## config.mk

```make
export PLATFORM = sky130hd
export DESIGN_NAME = zcqh_fifo
export DESIGN_NICKNAME = d
export VERILOG_FILES = /design/src/hdl/zcqh_pkg.sv /design/src/hdl/zcqh_fifo.sv
export VERILOG_INCLUDE_DIRS = /design/src /design/src/hdl
export SDC_FILE = /design/constraint.sdc
export NUM_CORES = 1
export LEC_CHECK = 0
export ABC_CLOCK_PERIOD_IN_PS = 9250
export BUFFER_PORTS_ARGS = -buffer_cell sky130_fd_sc_hd__buf_2
export CORE_UTILIZATION = 35
export CTS_BUF_LIST = sky130_fd_sc_hd__clkbuf_16
export DETAILED_ROUTE_END_ITERATION = 16
export GPL_TIMING_DRIVEN = 0
export PLACE_DENSITY = 0.59
export RECOVER_POWER = 100
export SLEW_MARGIN = 20
export SYNTH_ARGS = -nofsm -noshare
export SYNTH_HDL_FRONTEND = slang
export SYNTH_SLANG_ARGS = --single-unit
```

## constraint.sdc

```tcl
create_clock -name clk_i -period 9.25 [get_ports clk_i]
set_clock_uncertainty 0.05 [all_clocks]
set_input_delay 0.4625 -clock clk_i [delete_from_list [all_inputs] [get_ports clk_i]]
set_output_delay 0.4625 -clock clk_i [all_outputs]
set_load 0.05 [all_outputs]
```

## src/hdl/z_clipped_quadric_hit_core_defines.svh

```systemverilog
// Assertion macros shared by the z clipped quadric hit core.
// Expects clk_i and rst_ni in the scope of each use.
`ifndef Z_CLIPPED_QUADRIC_HIT_CORE_DEFINES_SVH
`define Z_CLIPPED_QUADRIC_HIT_CORE_DEFINES_SVH

// same-cycle implication
`define ZCQH_ASSERT_IMP(lbl, ant, cons, msg) \
  lbl: assert property (@(posedge clk_i) disable iff (!rst_ni) (ant) |-> (cons)) \
    else $error(msg);

// next-cycle implication
`define ZCQH_ASSERT_NXT(lbl, ant, cons, msg) \
  lbl: assert property (@(posedge clk_i) disable iff (!rst_ni) (ant) |=> (cons)) \
    else $error(msg);

`endif

```

## src/hdl/zcqh_pkg.sv

```systemverilog
// Types and constants of the z clipped quadric hit core.
// No dependencies.
package zcqh_pkg;

  typedef enum logic [1:0] {
    MODE_BELOW   = 2'd0,
    MODE_ABOVE   = 2'd1,
    MODE_BETWEEN = 2'd2
  } clip_mode_e;

  localparam logic signed [31:0] NO_HIT_DIST = 32'hFFFF0000;
  localparam int SQRT_STAGES = 24;
  localparam int DIV_STAGES  = 32;
  localparam int FIFO_DEPTH  = 4;
  localparam int FIFO_AW     = $clog2(FIFO_DEPTH);

  typedef struct packed {
    logic [1:0]         cmd;
    logic signed [31:0] delta;
    logic signed [31:0] coef_a;
    logic signed [31:0] coef_b;
    logic signed [31:0] origin_z;
    logic signed [31:0] dir_z;
    logic signed [31:0] upper_bound;
    logic signed [31:0] lower_bound;
  } in_t;

  typedef struct packed {
    logic               hit;
    logic signed [31:0] distance;
  } out_t;

  // per-item context that rides along both halves
  typedef struct packed {
    logic               nohit;
    logic [1:0]         mode;
    logic signed [31:0] oz;
    logic signed [31:0] dz;
    logic signed [31:0] up;
    logic signed [31:0] lo;
  } ctx_t;

  typedef struct packed {
    ctx_t               ctx;
    logic signed [31:0] a;
    logic signed [31:0] b;
    logic [23:0]        s;
  } item_t;

  typedef struct packed {
    logic full;
    logic empty;
  } fifo_stat_t;

endpackage

```

## src/hdl/zcqh_fifo.sv

```systemverilog
// Short register queue between the front and back halves.
// Depends on zcqh_pkg and the assertion macro header.
`include "z_clipped_quadric_hit_core_defines.svh"
module zcqh_fifo (
  input  logic                 clk_i,
  input  logic                 rst_ni,
  input  logic                 push_i,
  input  zcqh_pkg::item_t      push_data_i,
  input  logic                 pop_i,
  output zcqh_pkg::item_t      pop_data_o,
  output zcqh_pkg::fifo_stat_t stat_o
);
  import zcqh_pkg::*;

  item_t              mem_q [FIFO_DEPTH];
  logic [FIFO_AW-1:0] wr_ptr_q, rd_ptr_q;
  logic [FIFO_AW:0]   cnt_q, cnt_d;
  logic               do_push, do_pop;

  assign stat_o.full  = (cnt_q == (FIFO_AW+1)'(FIFO_DEPTH));
  assign stat_o.empty = (cnt_q == '0);
  assign do_push      = push_i && !stat_o.full;
  assign do_pop       = pop_i && !stat_o.empty;

  always_comb begin
    cnt_d = cnt_q;
    if (do_push && !do_pop) begin
      cnt_d = cnt_q + 1'b1;
    end else if (do_pop && !do_push) begin
      cnt_d = cnt_q - 1'b1;
    end
  end

  always_ff @(posedge clk_i or negedge rst_ni) begin
    if (!rst_ni) begin
      wr_ptr_q <= '0;
      rd_ptr_q <= '0;
      cnt_q    <= '0;
    end else begin
      cnt_q <= cnt_d;
      if (do_push) begin
        wr_ptr_q <= wr_ptr_q + 1'b1;
      end
      if (do_pop) begin
        rd_ptr_q <= rd_ptr_q + 1'b1;
      end
    end
  end

  always_ff @(posedge clk_i) begin
    if (do_push) begin
      mem_q[wr_ptr_q] <= push_data_i;
    end
  end

  assign pop_data_o = mem_q[rd_ptr_q];

  `ZCQH_ASSERT_IMP(a_no_drop, push_i, !stat_o.full, "transfer into full queue")
  `ZCQH_ASSERT_NXT(a_cnt_inc, do_push && !do_pop, cnt_q == $past(cnt_q) + 1'b1, "count slip")
  `ZCQH_ASSERT_IMP(a_cnt_max, 1'b1, cnt_q <= (FIFO_AW+1)'(FIFO_DEPTH), "count overrun")

endmodule

```

Yosys cells after proc, flatten, opt, wreduce, memory -nomap -nowiden
Memory sizes are Yosys's and may differ from the RTL's.
Index checks and enable logic that the tools add are counted.

operators by class
  $add $sub $neg = 4
  equal/unequal tests = 1
  multiplexer cells = 4
  reductions and logical operators = 10

operators by type and width
  operator             count
  $mux 3               2
  $add 2x1->2 const B  2
  $logic_and 1x1->1    4
  $logic_not 1->1      4
  $add 3x1->3 const B  1
  $eq 3x3->1 const B   1
  $logic_not 3->1      1
  $sub 3x1->3 const B  1
  $mux 1               2
  $reduce_bool 2->1    1

storage, ports and cells
  bits in registers = 7
  RAM bits = 876
  output and inout bits = 221
  memories = 1

memory list
  name   depth  width  rd ports  clocked after Yosys merged registers in  write ports  RTL line         RTL
  mem_q  4      219    1         0                                        1            zcqh_fifo.sv:15  item_t mem_q [FIFO_DEPTH];

Longest topological paths before layout
  depth in word-level cells = 7
  gate-level depth with buffers = 9
  mapped depth without buffers = 8

Worst setup path after synthesis
No wires, ideal clock.

  kind = register -> register
  start point = register cnt_q[2]
  end point = memory mem_q[0][0] (netlist name), enable pin
  setup time = 607 ps
  arrival time = 6004 ps
  data required time = 8593 ps
  setup slack = 2589 ps
  stages on the path, launching flop included = 5
  buffers on the path = 1
  path through = dfrtp_1 > nor3b_1 > nor2b_1 > buf_2 > and2_1

RTL lines
  item                      RTL line         RTL
  start: declaration        zcqh_fifo.sv:17  logic [FIFO_AW:0] cnt_q, cnt_d;
  start signal: assignment  zcqh_fifo.sv:40  cnt_q <= cnt_d;
  end: declaration          zcqh_fifo.sv:15

Final worst setup path
  start point = register cnt_q[2]
  end point = memory mem_q[2][43] (netlist name), enable pin

on the way
  longest elaborated chain between the ends = 5

RTL lines
  item                          RTL line         RTL
  $eq 3x3->1                    zcqh_fifo.sv:20  assign stat_o.full = (cnt_q == (FIFO_AW+1)'(FIFO_DEPTH));
  $logic_not 1->1               zcqh_fifo.sv:22  assign do_push = push_i && !stat_o.full;
  $logic_and 1x1->1             zcqh_fifo.sv:22
  via do_push                   zcqh_fifo.sv:18  logic do_push, do_pop;
  $mux 1                        zcqh_fifo.sv:51  if (do_push) begin
  $mux 1 (implied by the code)  zcqh_fifo.sv:52  mem_q[wr_ptr_q] <= push_data_i;

The timed path passes the listed nets, and every way through them passes these cells.

==> results.sh <==
export IMPL_end_kind="flip-flop"
export IMPL_synthDistinctLibCells=23
export IMPL_grt_pass1_wl_um=103300
export IMPL_drive_gt1_share_pct=20.03
export IMPL_setup_ws_ps=3305
export IMPL_cp_arrival_ps=6100
export IMPL_seq_area_frac_synth_pct=82.56
export IMPL_area_delta_synth_final_pct=26.78
export IMPL_powerDensity_mw_per_mm2=361.5
export IMPL_place_congestion=0.7068
export IMPL_slowest_stage="and2_0"
export IMPL_worstSetupStartpointType="flip-flop"
export IMPL_min_path_type="input pin to flip-flop"
export IMPL_worstSetupPathType="flip-flop to flip-flop"
export IMPL_startpoint="cnt_q[2]"
export IMPL_dr_pass1_iters=5
export IMPL_crit_top_cell="clkbuf_1"
export IMPL_max_freq_mhz=168.2
export IMPL_die_w_um=304.7
export IMPL_grt_max_degree=45
export IMPL_drtAntennaViolNets=0
export IMPL_grt_overflow=0
export IMPL_yosys_warnings=0
export IMPL_hold_viol=0
export IMPL_cp_top_family="simple AND/OR/NAND/NOR gates"
export IMPL_placed_cells=2819
export IMPL_grt_total_usage_pct=14.86
export IMPL_critPathBufInv=3
export IMPL_status="finished with violations"
export IMPL_crit_chain="nor3b_1, nor2b_1, clkbuf_1, and2_0, buf_16, clkbuf_1"
export IMPL_max_slew_margin_rel_pct=-113.9
export IMPL_grt_pass1_vias=16669
export IMPL_io_buffers=443
export IMPL_die_height_um=304.7
export IMPL_netlist_area_mm2=0.03207
export IMPL_syn_num_nets=1409
export IMPL_violations="max-capacitance violations, max-slew violations"
export IMPL_wl_um=68750
export IMPL_root_buffer="clkbuf_16"
export IMPL_die_area_mm2=0.09286
export IMPL_postSynthCellCount=1180
export IMPL_syn_avg_cell_area_um2=27.18
export IMPL_setup_violations=0
export IMPL_final_cells=3209
export IMPL_hp_start="pop_i"
export IMPL_vias=15277
export IMPL_cp_required_ps=9410
export IMPL_antenna_found_initial=1
export IMPL_post_route_period_util_pct=64.27
export IMPL_viasPerCell=4.761
export IMPL_timing_max_cap_violations=8
export IMPL_num_rows=110
export IMPL_hpwl_um=45240
export IMPL_ios=444
export IMPL_rsz0062_at_grt="no"
export IMPL_cts_max_level=3
export IMPL_regToRegStartpoint="cnt_q[2]"
export IMPL_slew_viol_final=278
export IMPL_leakage_nw=12.98
export IMPL_start_util_pct=35.47
export IMPL_core_area_mm2=0.09042
export IMPL_clock_path_buffers=3
export IMPL_dpl_worst_slack_ps=6282
export IMPL_clock_latency_ps=640
export IMPL_ys_ff_latch=883
export IMPL_totalPowerFinal_mw=14.70
export IMPL_path_clk_slew_ps=60
export IMPL_drc=0
export IMPL_worstMarginPinSlew_ps=3207
export IMPL_wl_per_cell_um=21.43
export IMPL_clock_sinks=883
export IMPL_cts_buffers=93
export IMPL_final_nets=2187
export IMPL_max_stage_delay_ps=2360
export IMPL_vdd_drop_max_v=0.0002497
export IMPL_cp_max_fo=42
export IMPL_cts_tree="built"
export IMPL_drt_initial_drc_count=1043
export IMPL_fin_crit_ps=5945
[cell usage after synthesis]
cell / n / area share, %
xnor2_1: 4 / 0.11
dfrtp_1: 7 / 0.55
nand2_1: 1 / 0.012
buf_8: 10 / 0.47
nor2_1: 1 / 0.012
ha_1: 5 / 0.20
buf_12: 1 / 0.062
nand3_1: 1 / 0.016
mux2_2: 2 / 0.070
or3_1: 1 / 0.020
clkbuf_1: 2 / 0.023
and2_1: 4 / 0.078
buf_6: 11 / 0.39
mux4_2: 219 / 15
buf_4: 1 / 0.023
edfxtp_1: 876 / 82
xor2_1: 2 / 0.055
buf_2: 23 / 0.36
buf_1: 2 / 0.023
nor2b_1: 1 / 0.020
nor3b_1: 1 / 0.023
fa_1: 1 / 0.062
inv_1: 4 / 0.047
[final timing paths]
check                               endpoint  slack [ps]  depth (start not counted)
worst min register to register      cnt_q[2]         450                          1
worst max register to register  mem_q[2][43]        3300                          6
worst min-delay path             rd_ptr_q[1]          90                          3
min in group asynchronous           cnt_q[0]         220                          2
max in group asynchronous        wr_ptr_q[0]        8640                          2
worst max-delay path            mem_q[2][43]        3300                          6
[layer usage]
metal / track usage (%) / vias to the layer above / wire length, um
li1: - / 6726 / -
met1: 18.31 / 8023 / 27890
met2: 25.32 / 429 / 35070
met3: 4.416 / 97 / 4330
met5: 0 / - / 13
met4: 4.240 / 2 / 1443
[repair_timing]
action	4_1_cts	5_1_grt
resized for setup	0	0
setup buffers	0	0
hold buffers	220	0
hold endpoints to repair	883	0
[area by class of cell]
cell class                      count  area [um^2]
Antenna cell                        1        2.502
Buffer                             50        339.1
Clock buffer                       95         2377
Clock inverter                     74        509.2
Fill cell                        7806        49760
Inverter                            4        15.01
Multi-Input combinational cell    243         5147
Sequential cell                   883        26480
Tap cell                         1176         1471
Timing Repair Buffer              683         4322
[power breakdown]
group / switching [mW] / internal, mW
registers: 0.151 / 5.30
clock network: 1.47 / 2.02
logic: 4.17 / 1.59
total: 5.79 / 8.91
[worst register-to-register path: stages (launching register included)]
cell	delay, ps
dfrtp_1	410
nor3b_1	190
nor2b_1	130
clkbuf_1	270
and2_0	2360
buf_16	300
clkbuf_1	1740
[cell families after synthesis]
group / Yosys count / share of synthesized area (%)
flip-flops: 883 / 82.56
buffers and inverters: 54 / 1.393
AND/OR/NAND/NOR: 10 / 0.1794
XOR/XNOR: 6 / 0.1638
adder cells (fa/ha/maj): 6 / 0.2575
multiplexers: 221 / 15.45
[layout by cell type (no fill, tap or decap), drive strengths merged]
cell           n
and2           4
nand2          1
dfrtp          7
clkinv        39
diode          1
clkbuf       544
bufinv         6
edfxtp       876
clkinvlp       1
nor2           1
nor2b          1
dlygate4sd3  220
inv           32
ha             5
or3            1
mux2           2
buf           64
nand3          1
nor3b          1
fa             1
mux4         219
xor2           2
xnor2          4
[flip-flops by register name (all words and copies together), names as in the netlist]
name / cells
rd_ptr_q: 2
mem_q: 876
cnt_q: 3
wr_ptr_q: 2
[per-stage QoR]
step,hold slack [ps],area (um^2),TNS (ps),utilization [%]
floorplan,116.9,32070,0,-
global placement,256.0,35760,-1473820,39.55
detailed placement,259.4,36260,0,40.10
CTS,7.741,41350,0,45.73
global route,49.87,40660,0,44.97
finish,85.42,40660,0,44.97
(Power assumes the default switching activity.)
